[src/gsc_pkg.sv]
// Shared types and constants for the Gaussian splat covariance block.
// Used by every module under src; depends on nothing.
package gsc_pkg;

	// Input item fields and packing
	localparam int QW     = 16;
	localparam int SCW    = 24;
	localparam int OPW    = 16;
	localparam int IN_W   = 152;
	localparam int OP_LSB = 136;
	localparam int SC_LSB = 64;

	// Configuration
	localparam int SFW    = 16;
	localparam int THW    = 13;
	localparam int SGW    = 8;
	localparam int CFG_IW = 2;
	localparam int CFG_DW = 16;

	localparam logic [CFG_IW-1:0] CFG_SIZE  = 2'd0;
	localparam logic [CFG_IW-1:0] CFG_THR   = 2'd1;
	localparam logic [CFG_IW-1:0] CFG_SIGMA = 2'd2;

	// Datapath widths
	localparam int SSW    = 32;   // scaled scale, Q16.16
	localparam int AW     = 13;   // clamped opacity, Q1.12
	localparam int COV_UW = 47;
	localparam int COV_SW = 48;
	localparam int EXW    = 32;
	localparam int RAD_W  = 47;
	localparam int ROOT_W = 24;
	localparam int QUO_W  = 31;
	localparam int DVD_W  = 63;
	localparam int DVS_W  = 33;
	localparam int ROT_N  = 9;
	localparam int SQ_N   = 3;
	localparam int OUT_W  = 400;
	localparam int ST_W   = 2;

	localparam logic [AW-1:0] ALPHA_ONE = 13'd4096;

	localparam logic [ST_W-1:0] ST_OK        = 2'd0;
	localparam logic [ST_W-1:0] ST_LOW_ALPHA = 2'd1;
	localparam logic [ST_W-1:0] ST_ZERO_VOL  = 2'd2;

	typedef struct packed {
		logic [SFW-1:0] size;
		logic [THW-1:0] thr;
		logic [SGW-1:0] sigma;
	} cfg_t;

	// One classified splat between front and back; quat[0] is w
	typedef struct packed {
		logic [3:0][QW-1:0]  quat;
		logic [2:0][SSW-1:0] sc;
		logic                low;
		logic [AW-1:0]       alpha;
	} qent_t;

	typedef struct packed {
		logic [ST_W-1:0]   status;
		logic [COV_UW-1:0] cov_xx;
		logic [COV_SW-1:0] cov_xy;
		logic [COV_SW-1:0] cov_xz;
		logic [COV_UW-1:0] cov_yy;
		logic [COV_SW-1:0] cov_yz;
		logic [COV_UW-1:0] cov_zz;
		logic [AW-1:0]     alpha;
		logic [EXW-1:0]    extent_x;
		logic [EXW-1:0]    extent_y;
		logic [EXW-1:0]    extent_z;
	} res_t;

endpackage

[src/gsc_front.sv]
// Front end: input register, opacity classification and scale times size factor.
// Depends on gsc_pkg; feeds gsc_queue.
module gsc_front (
	input  logic                     clk,
	input  logic                     arst_n,
	input  logic                     s_tvalid,
	output logic                     s_tready,
	input  logic [gsc_pkg::IN_W-1:0] s_tdata,
	input  gsc_pkg::cfg_t            cfg,
	input  logic                     full,
	output logic                     push,
	output gsc_pkg::qent_t           push_ent
);
	import gsc_pkg::*;

	logic            f_vld_q;
	logic [IN_W-1:0] f_data_q;
	logic signed [OPW-1:0] op;
	logic [SCW+SFW-1:0] sc_prod [3];

	assign s_tready = !f_vld_q || !full;
	assign push     = f_vld_q && !full;

	always_ff @(posedge clk or negedge arst_n) begin
		if (!arst_n) begin
			f_vld_q <= 1'b0;
		end else if (s_tready) begin
			f_vld_q <= s_tvalid;
		end
	end

	always_ff @(posedge clk) begin
		if (s_tvalid && s_tready) begin
			f_data_q <= s_tdata;
		end
	end

	always_comb begin
		op = signed'(f_data_q[OP_LSB +: OPW]);
		for (int i = 0; i < 4; i++) begin
			push_ent.quat[i] = f_data_q[QW*i +: QW];
		end
		// round half up into Q16.16
		for (int j = 0; j < 3; j++) begin
			sc_prod[j] = (SCW+SFW)'(f_data_q[SC_LSB + SCW*j +: SCW]) * (SCW+SFW)'(cfg.size)
				+ (SCW+SFW)'(128);
			push_ent.sc[j] = sc_prod[j][SCW+SFW-1 -: SSW];
		end
		push_ent.low = $signed({op[OPW-1], op}) < $signed({4'b0, cfg.thr});
		if (op[OPW-1]) begin
			push_ent.alpha = '0;
		end else if (op > $signed({3'b0, ALPHA_ONE})) begin
			push_ent.alpha = ALPHA_ONE;
		end else begin
			push_ent.alpha = op[AW-1:0];
		end
	end

endmodule

[config.mk]
export PLATFORM = sky130hd
export DESIGN_NAME = gsc_front
export DESIGN_NICKNAME = d
export VERILOG_FILES = /design/src/gsc_pkg.sv /design/src/gsc_front.sv
export SDC_FILE = /design/constraint.sdc
export NUM_CORES = 2
export LEC_CHECK = 0
export BUFFER_PORTS_ARGS = -buffer_cell sky130_fd_sc_hd__buf_2
export CAP_MARGIN = 20
export CORE_ASPECT_RATIO = 1.25
export CORE_MARGIN = 4
export CORE_UTILIZATION = 50
export DETAILED_ROUTE_END_ITERATION = 8
export GPL_TIMING_DRIVEN = 1
export PLACE_DENSITY = 0.69
export SETUP_SLACK_MARGIN = 0.05
export SLEW_MARGIN = 20
export SYNTH_ARGS = -nofsm -noshare
export SYNTH_HDL_FRONTEND = slang
export SYNTH_SLANG_ARGS = --single-unit
[constraint.sdc]
create_clock -name clk -period 15.52 [get_ports clk]
set_input_delay 0.776 -clock clk [delete_from_list [all_inputs] [get_ports clk]]
set_output_delay 0.776 -clock clk [all_outputs]
set_load 0.005 [all_outputs]
After elaboration in Yosys (flattened, before gate mapping)
Index checks and enable logic that the tools add are counted.
{"block": "classes", "multipliers": 3, "addsub": 3, "n_eq_ne": 0, "bitwise_logic": 0, "n_reduce_logical": 5, "shifts": 0, "mux": 2, "order_cmp": 2, "div": 0}
{"op": "$add A40 B8 Y40 const B", "count": 3}
{"op": "$mul A24 B16 Y40", "count": 3}
{"op": "$mux W13", "count": 2}
{"op": "$gt A16 B14 Y1 const B", "count": 1}
{"op": "$lt A16 B14 Y1", "count": 1}
{"op": "$logic_and A1 B1 Y1", "count": 2}
{"op": "$logic_not A1 Y1", "count": 2}
{"op": "$logic_or A1 B1 Y1", "count": 1}
{"block": "totals", "reg_bits": 153, "output_inout_bits": 176, "input_bits": 193, "rom_bits": 0, "latchBits": 0, "n_memories": 0, "elab_cells": 17, "mem_bits_rw": 0}

Logic depth before layout (Yosys ltp)
{"block": "depth", "ltp_word": 3, "ltp_mapped": 25, "mapped_depth_nobuf": 22}

Least setup slack after synthesis
Ideal clock, no wire load.
{"block": "synth_timing", "path_kind": "input -> output", "startpoint": "input port cfg[22] in the netlist's numbering", "endpoint": "output port push_ent[105] in the netlist's numbering", "cell_stages": 24, "path_buffers": 3, "t_required_ps": 14744, "arrival_time_ps": 6594, "slack_ps": 8150, "cell_sequence": "buf_4 > clkbuf_1 > clkbuf_1 > nand2_1 > fa_1 > inv_1 > fa_1 > inv_1 > fa_1 > inv_1 > fa_1 > fa_1 > inv_1 > fa_1 > inv_1 > ha_1 > a21oi_1 > o21ai_0 > a31oi_1 > o31ai_4 > a41oi_1 > o21ai_2 > and4_1 > a311oi_2"}
{"element": "start, declared", "line_no": "gsc_front.sv:9", "source": "input gsc_pkg::cfg_t cfg,"}
{"element": "end, declared", "line_no": "gsc_front.sv:12", "source": "output gsc_pkg::qent_t push_ent"}

==> results.md <==
* GRT Util Overall at between 20% and 30%
* Worst Max-Slew Pin Slew at 981.6 ps
* Post-DR wirelength/cell at 18.44 um
* Dominant cell type by area after synthesis: fa_1
* Dpl hpwl at between 80 and 90 mm
* Clk sink count at between 150 and 200
* # setup viols final at 0
* Num CTS Buffers at 17
* Antenna viol nets, final at 0
* Synth area leaders: fa_1 43%, ha_1 11%, edfxtp_1 11%
* Worst-path clk slew at roughly 70 ps
* Worst Setup Path Type: in2out
* RePlAce Congestion at approximately 0.86
* Async set-reset flop share out of synthesis at less than 1%
* Initial Util at 50.37%
* Vias per std cell at approximately 5.3
* Synth top area share at between 40% and 50%
* Most used DFF post-synth: edfxtp_1
* Initial antenna violation count at 1
* Mapped Nets at 6,166
* Drt drc at 0
* F_max at about 110 MHz
* CP Max Fanout at between 50 and 60
* Die Width at 270.6 um
* Die Area at between 90,000 and 100,000 um2
* WL final at ~110 mm
* Die Y at between 300 and 400 um
* Proportion of layout cells with a drive suffix above 1 at 9.129%
* Synth Cell Area at between 40,000 and 50,000 um2
* Post-CTS Hold Buffers at 0
* Total congestion overflow at 0
* Crit path DAT at between 8000 and 9000 ps
* Pin count of the biggest net entering global routing at 73
* Initial DRC Count at ~1,500
* CP Capture Type: primary output
* Fin. Hold Viols at 0
* Average size of a mapped cell at 9.246 um2
* Worst Hold Class: in2async
* CP startpoint kind: input port
* Period Utilization, post-route at 58.76%
* IO Pins at 369
* Post-cts gate resize count at 0
* Final setup TNS at 0 ps
* Placeable Area at ~86,000 um2
* Sequential area share after synthesis at about a tenth
* Deepest clock path buffer count at 2
* DR vias at 31,090
* Vias in the first global route at 35,209
* RSZ-0062 raised after global routing: no
* Cell Rows at 120
* FF-to-FF path depth at 3
* Root Driver: clkbuf_16
* Final Skew at roughly 27 ps
* Post CTS Setup Buffer Count at 0
* Final #Nets at between 6,000 and 7,000
* Worst skew pair latency at approximately 500 ps
* TritonCTS clock tree: built
* Syn Inst Count at around 4,700
* CP required at 14,740 ps
* Maxcap violations at 0
* IO Port Bufs at 360
* Cell variety after synth at 70
* H-Tree Depth at 4
* Status: finished, final reports clean
* Final Critical Period at 9120 ps
* Area growth, synth to finish at 6.171%
* Final Max Slew Viols at 0
* Iteration count of the initial detailed-routing pass at 5
* Synthesis Warnings at 0
* Max-slew headroom at 34.56%
* FF+latch count, synth at between 150 and 200
* Number of synthesized flops with an enable pin at around 150
* First-pass GRT wire length at approximately 180 mm
-- per-stage QoR --
step,hold slack (ps),cell area (um2),setup slack [ps],instances,utilization (%)
after detailed placement,528.6,45170,6435,5865,52.79
final,60.21,45770,6400,5897,53.48
after floorplan,480.4,43110,8150,4662,-
after global routing,38.70,45760,6046,5896,53.47
after CTS,22.44,45760,6389,5896,53.47
after global placement,519.8,45170,6495,5865,52.79
-- path summary, 6_finish.rpt --
kind                                 end          from  slack (ps)
max                         push_ent[74]       cfg[23]        6400
min                              f_vld_q        arst_n          60
max reg2reg                 f_data_q[81]       f_vld_q       13300
min reg2reg                      f_vld_q       f_vld_q         540
max in group asynchronous        f_vld_q        arst_n       15370
min in group clk           f_data_q[148]  s_tdata[148]         440
-- registers in the layout (all words and copies together), names as in the netlist --
signal,cells
f_data_q,152
f_vld_q,1
-- Yosys cell counts, drive strengths merged, types with 4 or more instances --
cell type	instances
a21oi	88
a211oi	13
nand4	23
nand3	11
clkbuf	213
nor4	6
or2	4
buf	66
edfxtp	152
a31o	7
a221oi	4
o21a	7
a31oi	12
and4	6
xnor2	56
fa	918
a41oi	4
ha	393
mux2i	4
a21o	64
o311ai	5
and3	11
and2	545
o21ai	41
nand2b	7
o21bai	7
nor2	38
o31ai	4
a211o	4
nor3	18
xor2	34
nor2b	10
nand2	671
inv	1181
-- kinds of logic (layout without fill, tap and decap cells) --
family                     after synthesis  in the layout  share of synthesized area, %
muxes                                    4              4                       0.09289
and+or+nand+nor                       1358           1358                         15.61
AOI/OAI and AO/OA                      286            286                         4.505
buffers and inverters                 1460           1596                         13.28
adders and majority gates             1311           1311                         54.04
other                                    0              1                             0
DFF                                    153            153                         10.65
xor gates and xnor gates                90             90                         1.829
-- final cells by class --
type	instances	area, um2
Fill cell	7799	39820
Clock inverter	14	163.9
Sequential cell	153	4589
Antenna cell	1	2.502
Tap cell	1098	1374
Inverter	1181	4433
Clock buffer	17	425.4
Multi-Input combinational cell	3049	32800
Timing Repair Buffer	384	1982
-- layout by cell type, fill, tap and decap left out, types with 8 or more instances in the layout --
cell	count
buf_4	24
inv_1	1181
xor2_1	34
a21o_1	64
xnor2_1	56
fa_1	918
edfxtp_1	152
nor2_1	38
a31oi_1	12
and3_1	11
clkbuf_16	17
nand2_1	671
a211oi_1	11
o21ai_0	32
ha_1	393
nor2b_1	10
o21ai_1	8
nand3_1	11
a21oi_1	86
nand4_1	23
nor3_1	18
buf_2	360
and2_1	544
-- layer usage --
| metal | routed length [um] | track usage, % | part of all wire (%) |
|---|---|---|---|
| met1 | 40400 | 28.48 | 37 |
| met2 | 58400 | 47.27 | 54 |
| met3 | 6543 | 4.339 | 6.0 |
| met4 | 3403 | 8.500 | 3.1 |
| met5 | 0 | 0 | 0 |
-- critical path: stages --
cell and delay (ps):
buf_2 420, buf_4 730, nand2_1 160, fa_1 540, inv_1 60, fa_1 530
inv_1 50, fa_1 500, inv_1 50, fa_1 500, fa_1 490, inv_1 50
fa_1 500, inv_1 50, ha_1 350, a21oi_1 150, o21ai_0 150, a221oi_1 490
and3b_1 230, a21oi_1 200, a21oi_1 550, nand2_1 180, o311ai_1 360, buf_2 190
Power is not shown: default switching activity piles up to over one toggle a cycle in this logic, so the estimate is an artifact.
