## config.mk

```make
export PLATFORM = sky130hd
export DESIGN_NAME = gsc_queue
export DESIGN_NICKNAME = d
export VERILOG_FILES = /design/src/gsc_pkg.sv /design/src/gsc_queue.sv
export SDC_FILE = /design/constraint.sdc
export NUM_CORES = 1
export LEC_CHECK = 0
export BUFFER_PORTS_ARGS = -buffer_cell sky130_fd_sc_hd__clkbuf_2
export CELL_PAD_IN_SITES_DETAIL_PLACEMENT = 0
export CELL_PAD_IN_SITES_GLOBAL_PLACEMENT = 1
export CORE_ASPECT_RATIO = 0.7
export CORE_MARGIN = 3
export CORE_UTILIZATION = 54
export CTS_CLUSTER_SIZE = 20
export DETAILED_ROUTE_END_ITERATION = 12
export PLACE_DENSITY = 0.91
export SETUP_SLACK_MARGIN = 0.2
export SLEW_MARGIN = 15
export SYNTH_ARGS = -nofsm -noshare
export SYNTH_HDL_FRONTEND = slang
export SYNTH_SLANG_ARGS = --single-unit
```

## constraint.sdc

```tcl
create_clock -name clk -period 10.4 [get_ports clk]
set_input_delay 1.04 -clock clk [delete_from_list [all_inputs] [get_ports clk]]
set_output_delay 1.04 -clock clk [all_outputs]
set_load 0.03 [all_outputs]
```

## src/gsc_pkg.sv

```systemverilog
// Shared types and constants for the Gaussian splat covariance block.
// Used by every module under src; depends on nothing.
package gsc_pkg;

	// Input item fields and packing
	localparam int QW     = 16;
	localparam int SCW    = 24;
	localparam int OPW    = 16;
	localparam int IN_W   = 152;
	localparam int OP_LSB = 136;
	localparam int SC_LSB = 64;

	// Configuration
	localparam int SFW    = 16;
	localparam int THW    = 13;
	localparam int SGW    = 8;
	localparam int CFG_IW = 2;
	localparam int CFG_DW = 16;

	localparam logic [CFG_IW-1:0] CFG_SIZE  = 2'd0;
	localparam logic [CFG_IW-1:0] CFG_THR   = 2'd1;
	localparam logic [CFG_IW-1:0] CFG_SIGMA = 2'd2;

	// Datapath widths
	localparam int SSW    = 32;   // scaled scale, Q16.16
	localparam int AW     = 13;   // clamped opacity, Q1.12
	localparam int COV_UW = 47;
	localparam int COV_SW = 48;
	localparam int EXW    = 32;
	localparam int RAD_W  = 47;
	localparam int ROOT_W = 24;
	localparam int QUO_W  = 31;
	localparam int DVD_W  = 63;
	localparam int DVS_W  = 33;
	localparam int ROT_N  = 9;
	localparam int SQ_N   = 3;
	localparam int OUT_W  = 400;
	localparam int ST_W   = 2;

	localparam logic [AW-1:0] ALPHA_ONE = 13'd4096;

	localparam logic [ST_W-1:0] ST_OK        = 2'd0;
	localparam logic [ST_W-1:0] ST_LOW_ALPHA = 2'd1;
	localparam logic [ST_W-1:0] ST_ZERO_VOL  = 2'd2;

	typedef struct packed {
		logic [SFW-1:0] size;
		logic [THW-1:0] thr;
		logic [SGW-1:0] sigma;
	} cfg_t;

	// One classified splat between front and back; quat[0] is w
	typedef struct packed {
		logic [3:0][QW-1:0]  quat;
		logic [2:0][SSW-1:0] sc;
		logic                low;
		logic [AW-1:0]       alpha;
	} qent_t;

	typedef struct packed {
		logic [ST_W-1:0]   status;
		logic [COV_UW-1:0] cov_xx;
		logic [COV_SW-1:0] cov_xy;
		logic [COV_SW-1:0] cov_xz;
		logic [COV_UW-1:0] cov_yy;
		logic [COV_SW-1:0] cov_yz;
		logic [COV_UW-1:0] cov_zz;
		logic [AW-1:0]     alpha;
		logic [EXW-1:0]    extent_x;
		logic [EXW-1:0]    extent_y;
		logic [EXW-1:0]    extent_z;
	} res_t;

endpackage

```

## src/gsc_queue.sv

```systemverilog
// Short FIFO of classified splats between the front end and the back end.
// Depends on gsc_pkg.
module gsc_queue #(
	parameter int DEPTH = 4
) (
	input  logic           clk,
	input  logic           arst_n,
	input  logic           push,
	input  gsc_pkg::qent_t push_ent,
	output logic           full,
	input  logic           pop,
	output gsc_pkg::qent_t pop_ent,
	output logic           empty
);
	import gsc_pkg::*;

	localparam int PW = (DEPTH > 1) ? $clog2(DEPTH) : 1;
	localparam int CW = $clog2(DEPTH + 1);

	qent_t         mem_q [DEPTH];
	logic [PW-1:0] wr_q;
	logic [PW-1:0] rd_q;
	logic [CW-1:0] cnt_q;

	assign full    = cnt_q == CW'(DEPTH);
	assign empty   = cnt_q == '0;
	assign pop_ent = mem_q[rd_q];

	always_ff @(posedge clk or negedge arst_n) begin
		if (!arst_n) begin
			wr_q  <= '0;
			rd_q  <= '0;
			cnt_q <= '0;
		end else begin
			if (push) begin
				wr_q <= (wr_q == PW'(DEPTH - 1)) ? '0 : wr_q + 1'b1;
			end
			if (pop) begin
				rd_q <= (rd_q == PW'(DEPTH - 1)) ? '0 : rd_q + 1'b1;
			end
			if (push && !pop) begin
				cnt_q <= cnt_q + 1'b1;
			end else if (pop && !push) begin
				cnt_q <= cnt_q - 1'b1;
			end
		end
	end

	always_ff @(posedge clk) begin
		if (push) begin
			mem_q[wr_q] <= push_ent;
		end
	end

	a_no_overflow: assert property (@(posedge clk) disable iff (!arst_n)
		!(push && full && !pop)) else $error("push into a full queue");
	a_no_underflow: assert property (@(posedge clk) disable iff (!arst_n)
		!(pop && empty)) else $error("pop from an empty queue");
	a_count_drop: assert property (@(posedge clk) disable iff (!arst_n)
		pop && !push |=> cnt_q == $past(cnt_q) - 1'b1) else $error("count did not drop");

endmodule

```

After elaboration in Yosys (flattened, before gate mapping) --
Memory sizes are Yosys's and may differ from the RTL's. Index checks and enable logic that the tools add are counted.
Storage, ports and cells: register bits 7, bits in writable memories 696, bits of input ports 178, memories 1
Cells by class: $add $sub $neg 4, eq/ne operators 3, multiplexer cells 6, reductions and logical operators 6
Memories:
- mem_q | words 4, width 174, rd ports 1, clocked after memory_dff 0, wr ports 1, line gsc_queue.sv:20 | qent_t mem_q [DEPTH];
Operators by type and width (number):
- two-way mux 3 bit | 2
- adder 2 x 1 -> 2 bit (second input constant) | 2
- equality test 2 bit (second input constant) | 2
- two-way mux 2 bit | 2
- adder 3 x 1 -> 3 bit (second input constant) | 1
- equality test 3 bit (second input constant) | 1
- zero test 3 bit | 1
- subtractor 3 x 1 -> 3 bit (second input constant) | 1
- logical AND 1 bit | 2
- zero test 1 bit | 2
- two-way mux 1 bit | 2
- nonzero test 2 bit | 1

Depth between registers and ports, before layout --
Gate-level depths: netlist (run 1).
depth after elaboration 4, mapped depth 7, mapped depth without buffers 7

Worst setup path before layout (run 1) --
OpenSTA, ideal clock, no wires.
path kind input -> register, from in push, to mem mem_q[0][0] (netlist name), enable pin, data arrival time 4998 ps, required time 9846 ps, path slack 4847 ps, stages on the path 1, path buffers 0, path through and2_1
Between the ends: word-level cells in the longest chain between the ends 2
RTL lines:
- start: declaration | line gsc_queue.sv:8 | input logic push,
- two-way mux 1 bit | line gsc_queue.sv:50 | if (push) begin
- two-way mux 1 bit (implied by the code) | line gsc_queue.sv:51 | mem_q[wr_q] <= push_ent;
- end: declaration | line gsc_queue.sv:20
No other way between the ends.

==> summary.txt, run 1 <==
Setup path
  – Reg2reg path depth: 4
  – Data required, critical path: 9.36 ns
  – R2R setup slack: 7.62 ns
  – Crit. End Element: output port
  – Worst reg2reg startpoint: wr_q[0]
  – Critical path's slowest cell: buf_4
  – Worst R2R End: mem_q[0][53]
  – Critical Path Fanout Max: 41
  – CP Cell Sequence: buf_16, buf_4, mux4_2, clkbuf_2
  – Crit-path max cell delay: 0.69 ns
  – Crit path kind: register to output port
  – Data arrival, critical path: 3.17 ns
  – Worst setup SP type: register

GRT
  – Total routing usage reported by global routing: 20.15%
  – Vias in the first global route: 12320
  – Initial antenna violation count: 6
  – Largest net degree at the start of global routing: 72
  – Global-route wire length before repair: 76200 um
  – Total gr overflow: 0

Timing
  – Tcrit/Tclk final: 40.47%
  – Worst-margin pin slew: 1.040 ns
  – Min Tclk post-route: 4.209 ns
  – Post-Route Skew: 0.01727 ns
  – Final setup TNS: 0 ns
  – RSZ-0062 raised after global routing: no
  – Final Slew Violations: 0
  – Rel. slew slack: 30.68%
  – Final setup fails: 0
  – Max Fclk: 237.6 MHz
  – Final Hold Viols: 0
  – Final hold slack: 0.2858 ns

Drt
  – Vias/cell: 5.720
  – Drt drc: 0
  – Wirelength, routed: 49580 um
  – DR vias: 11380
  – DR WL/cell: 24.92 um
  – DRT Pass-1 Iters: 5
  – Initial drt markers: 1010
  – Final ANT Viol Nets: 0

Place
  – # port buffers: 353
  – DP Area: 27870 sq um
  – RePlAce Congestion: 0.7136
  – Detail Placement HPWL: 29550 um

Clock tree
  – Clock-pin transition on the worst setup and hold timing paths: 0.07 ns
  – Hold_buf cts: 0
  – Clock root cell: clkbuf_16
  – Clock Path Buffers: 3
  – TritonCTS sink count: 703
  – CTS tree: done
  – Resize count post-CTS: 0
  – Worst skew pair latency: 0.58 ns
  – Post-CTS setup buffers: 0
  – H-tree depth: 2
  – CTS buffer count: 61

Cells and area
  – Area occupied by multi-input gates: 4150 sq um
  – Finished Cell Area: 29860 sq um
  – Area growth from synthesis to layout: 16.93%
  – Share of cells above drive strength 1: 45.74%
  – Final nets: 1522
  – Fillers: 2898
  – Storage element area: 21080 sq um

Hold path
  – Hold Crit Class: primary input to async pin

Synth
  – Post-synth ARST share: 0.9957%
  – Synth Cell Area: 25530 sq um
  – Yosys warning count: 0
  – Post-synth top flop: edfxtp_1
  – Syn nets: 1131
  – Cells after synthesis: 946
  – EDFF count, synth: 696
  – Seq/Total Area, Yosys: 82.54%
  – Netlist cell types: 20
  – Mean Syn Cell Area: 26.99 sq um
  – #FFs+latches synth: 703

Job
  – Max Cap Viol: 0

Power and ir drop
  – VDD IR-drop max: 0.2136 mV
  – Pwr dens: 300.1 nW/um^2
  – PnR Total Power: 0.008961 W
  – P_leak: 10.19 nW

Die
  – Die X: 265.9 um
  – Core area: 45870 sq um
  – Die Y: 187.9 um
  – Top Ports: 354
  – Die area: 49970 sq um
  – Cell Rows: 65
  – Initial Util: 55.67%

Status
  – Status: finished clean
==> synthesized netlist by cell type, drive strengths merged (2+ instances only) <==
cell | instances | area, sq um
inv | 4 | 15.01
and2 | 4 | 25.02
xor2 | 2 | 17.52
dfrtp | 7 | 175.2
edfxtp | 696 | 20900
ha | 6 | 75.07
mux4 | 174 | 3919
mux2 | 3 | 33.78
nor2 | 3 | 11.26
nand2 | 2 | 7.510
o21ai | 2 | 10.01
buf | 38 | 299.0
==> power by group <==
group	internal, W	switching [W]
Sequential	0.00363	0.000168
Clock	0.00126	0.000953
Combinational	0.00103	0.00192
Total	0.00593	0.00304
==> cell type report <==
class | count | area share [%]
multi-input cells | 200 | 13.90
clock inverters | 33 | 1.081
well taps | 603 | 2.527
clock buffers | 79 | 5.482
flip-flops and latches | 703 | 70.61
diodes | 1 | 0.008382
repair buffers | 367 | 6.336
inverters | 4 | 0.05029
==> state kept, by name, summed over array words and instances (netlist names) <==
name / flops
cnt_q: 3
mem_q: 696
rd_q: 2
wr_q: 2
==> kinds of logic after synthesis <==
| family | after synthesis | synth area share [%] |
|---|---|---|
| DFF | 703 | 82.54 |
| muxes | 177 | 15.48 |
| buffers and inverters | 43 | 1.245 |
| and+or+nand+nor | 11 | 0.2205 |
| adders and majority gates | 7 | 0.3724 |
| xor gates and xnor gates | 3 | 0.1029 |
| AOI/OAI and AO/OA | 2 | 0.03920 |
==> layout by cell type, fill, tap and decap left out, types with 3 or more instances in the layout <==
cell type / count
dfrtp_1: 5
buf_4: 13
inv_1: 4
mux4_2: 174
edfxtp_1: 696
clkbuf_2: 353
mux2_2: 3
clkbuf_16: 63
clkinv_2: 9
bufinv_16: 6
clkbuf_1: 16
and2_4: 4
ha_1: 6
clkinv_1: 12
nor2_1: 3
==> stage by stage <==
step           std cells  setup WS (ns)  utilization (%)
2_1_floorplan        946          4.847                -
4_1_cts             1988          5.704            65.02
3_5_place_dp        1876          6.365            60.75
5_1_grt             1990          5.908            65.09
3_3_place_gp        1876          6.413            60.75
6_report            1990          6.191            65.09
==> how the worst max path moves through the flow <==
stage | from | to | cells after the start
after floorplan | push | mem_q[0][0] | 1
after global placement | rd_q[0] | pop_ent[110] | 3
after detailed placement | rd_q[0] | pop_ent[37] | 3
after CTS | rd_q[0] | pop_ent[121] | 3
after global routing | rd_q[0] | pop_ent[17] | 4
final | rd_q[0] | pop_ent[17] | 4
==> metal layers <==
layer / share of wire [%] / global-route usage, % / up-vias
li1: - / - / 4913
met1: 38 / 26.61 / 5976
met2: 51 / 33.37 / 396
met3: 8.8 / 6.545 / 88
met4: 2.0 / 4.383 / 10
met5: 0.13 / 0 / -
==> critical path, delay by kind of cell, from the launching register on <==
family                 cells  cell delay (ns)
buffers and inverters      3             1.25
DFF                        1             0.66
muxes                      1             0.61
Power figures use the tool's default switching activity.
==> run 2, diff against run 1 <==
--- a/config.mk
+++ b/config.mk
@@ -10,10 +10,10 @@
 export CELL_PAD_IN_SITES_GLOBAL_PLACEMENT = 1
 export CORE_ASPECT_RATIO = 0.7
 export CORE_MARGIN = 3
-export CORE_UTILIZATION = 54
+export CORE_UTILIZATION = 50
 export CTS_CLUSTER_SIZE = 20
 export DETAILED_ROUTE_END_ITERATION = 12
-export PLACE_DENSITY = 0.91
+export PLACE_DENSITY = 0.85
 export SETUP_SLACK_MARGIN = 0.2
 export SLEW_MARGIN = 15
 export SYNTH_ARGS = -nofsm -noshare
==> constraint.sdc (replaced) <==
create_clock -name clk -period 4.2 [get_ports clk]
set_input_delay 0.42 -clock clk [delete_from_list [all_inputs] [get_ports clk]]
set_output_delay 0.42 -clock clk [all_outputs]
set_load 0.03 [all_outputs]
==> run 2 against run 1 <==
Global-route usage fell by 1.9 points. Highest routed layer unchanged. Routed wire length fell by 1.6%. Via count rose by 2.2%. Final cell count rose by 5.5%. Largest power group unchanged. Sequential power rose by 150%.
==> summary.txt, run 2 (synthesis gave the netlist of run 1 again) <==
Hold path
  – Hold endpoint: mem_q[3][97]
  – Hold_sp: push_ent[97]
  – Worst hold path cell count: 1
  – Hold Crit Class: primary input to register

Timing
  – Tcrit/Tclk final: 77.14%
  – Rel. slew slack: 42.38% (+12 points)
  – Final hold slack: 0.04191 ns (-0.2438 ns)
  – Final setup TNS: 0 ns (unchanged)
  – Final Hold Viols: 0 (unchanged)
  – Post-Route Skew: 0.02541 ns (+0.008136 ns)
  – Max Fclk: 308.7 MHz
  – Worst-margin pin slew: 0.8644 ns (-0.1754 ns)
  – RSZ-0062 raised after global routing: no
  – Final setup fails: 0 (unchanged)
  – Min Tclk post-route: 3.240 ns
  – Final Slew Violations: 0 (unchanged)

Drt
  – DR WL/cell: 23.25 um (-6.7%)
  – Vias/cell: 5.544 (-3.1%)
  – DR vias: 11640 (+2.2%)
  – Initial drt markers: 1114 (+10%)
  – DRT Pass-1 Iters: 5 (unchanged)
  – Final ANT Viol Nets: 0 (unchanged)
  – Drt drc: 0 (unchanged)
  – Wirelength, routed: 48790 um (-1.6%)

Cells and area
  – Leading cell type in the layout, fill and taps excluded: edfxtp_1
  – Final nets: 1572 (+3.3%)
  – Top reg by flops: mem_q
  – Commonest cells after routing, fill and taps aside: 696 x edfxtp_1, 353 x clkbuf_2, 174 x mux4_2, 61 x clkbuf_16, 41 x dlygate4sd3_1
  – Share of cells above drive strength 1: 44.44% (-1.3 points)
  – Area growth from synthesis to layout: 19.50%
  – Max reg flops: 696 (unchanged)
  – Largest regs: mem_q x696, cnt_q x3

Power and ir drop
  – Pwr dens: 730.3 nW/um^2 (+140%)
  – PnR Total Power: 0.02228 W (+150%)
  – P_leak: 10.41 nW (+2.1%)
  – VDD IR-drop max: 0.5660 mV (+160%)

Setup path
  – Crit-path max cell delay: 1.00 ns (+0.31 ns)
  – Worst setup SP type: register
  – Reg2reg path depth: 3 (-1)
  – Crit path buf inv count: 2 (-1)
  – CP Cell Sequence: buf_4, mux4_2, clkbuf_2
  – Crit. End Element: output port
  – Critical path's slowest cell: dfrtp_4
  – Crit path max-delay family: flip-flops
  – R2R setup slack: 2.09 ns (-5.53 ns)
  – Crit path kind: register to output port
  – Critical Path Fanout Max: 38 (-7.3%)
  – Data arrival, critical path: 2.82 ns (-0.35 ns)
  – Data required, critical path: 3.78 ns (-5.58 ns)
  – Worst R2R End: mem_q[3][148]
  – Worst reg2reg startpoint: wr_q[0]

Die
  – Die area: 53860 sq um (+7.8%)
  – Die X: 276.1 um (+3.8%)
  – Initial Util: 51.21% (-4.5 points)
  – Die Y: 195.1 um (+3.8%)
  – Core area: 49860 sq um (+8.7%)
  – Cell Rows: 68 (+4.6%)
  – Top Ports: 354 (unchanged)

Clock tree
  – Clock Path Buffers: 3 (unchanged)
  – TritonCTS sink count: 703 (unchanged)
  – Clock-pin transition on the worst setup and hold timing paths: 0.06 ns (about the same)
  – H-tree depth: 2 (unchanged)
  – CTS tree: done
  – Worst skew pair latency: 0.60 ns (+0.02 ns)
  – Resize count post-CTS: 0 (unchanged)
  – Clock root cell: clkbuf_16
  – CTS buffer count: 61 (unchanged)

Place
  – # port buffers: 353 (unchanged)
  – RePlAce Congestion: 0.7489 (+4.9%)
  – Detail Placement HPWL: 28960 um (-2.0%)

Job
  – Max Cap Viol: 0 (unchanged)

GRT
  – Vias in the first global route: 12290 (-0.28%)
  – Initial antenna violation count: 5 (-1)
  – Largest net degree at the start of global routing: 90 (+25%)
  – Global-route wire length before repair: 75540 um (-0.86%)
  – Total routing usage reported by global routing: 18.29% (-1.9 points)
  – Total gr overflow: 0 (unchanged)

Status
  – Status: finished clean
-- run 2: cell count changes in the layout (fill, tap and decap cells not counted), sizes merged --
cell / delta
buf: +9
diode: +2
clkinv: -5
clkinvlp: +2
dlygate4sd3: +41
inv: -2
-- run 2: power breakdown --
group          total (W)  internal, W  leakage (nW)  switching [W]
Sequential       0.00945      0.00898          6.47       0.000470
Clock            0.00538      0.00305         0.909        0.00232
Combinational    0.00746      0.00273          3.03        0.00473
-- run 2: timing repair --
| item | CTS | global route |
|---|---|---|
| hold buffers | 41 | 0 |
| setup buffers | 0 | 0 |
| endpoints found under the hold margin | 128 | 0 |
-- run 2: worst register-to-register path, cell delays in order, from the launching register on --
cell and delay [ns]:
dfrtp_1 0.39, ha_1 0.18, and2_4 0.63, buf_4 0.54
-- run 2: metrics by stage --
step	util [%]	setup slack [ns]	instances	cell area [sq um]
after floorplan	-	1.002	946	25540
after global placement	56.55	1.508	1948	28190
after detailed placement	56.55	1.502	1948	28190
after CTS	61.19	0.8240	2096	30510
after global routing	61.20	0.7188	2098	30510
final	61.20	0.9603	2099	30510
-- run 2: layout make-up --
class                           instances  area, sq um
Multi-Input combinational cell        200         4150
Tap cell                              665        832.0
Sequential cell                       703        21080
Timing Repair Buffer                  417         2525
Antenna cell                            3        7.507
Clock inverter                         28        286.5
Fill cell                            3383        19340
Clock buffer                           79         1614
Inverter                                4        15.01
-- run 2: layer usage --
| layer | up-vias | part of all wire (%) | track usage (%) |
|---|---|---|---|
| met5 | - | 0.025 | 0 |
| met4 | 2 | 1.8 | 4.378 |
| met3 | 70 | 9.8 | 6.287 |
| met2 | 419 | 48 | 28.03 |
| met1 | 6140 | 41 | 25.76 |
| li1 | 5005 | - | - |
-- run 2: worst max-delay path by stage --
| stage | startpoint | endpoint | slack (ns) | cells past startpoint |
|---|---|---|---|---|
| after floorplan | wr_q[0] | mem_q[2][0] | 1.00 | 3 |
| after global placement | rd_q[0] | pop_ent[167] | 1.51 | 3 |
| after detailed placement | rd_q[0] | pop_ent[142] | 1.50 | 3 |
| after CTS | rd_q[0] | pop_ent[142] | 0.82 | 3 |
| after global routing | rd_q[0] | pop_ent[142] | 0.72 | 3 |
| final | rd_q[0] | pop_ent[142] | 0.96 | 3 |
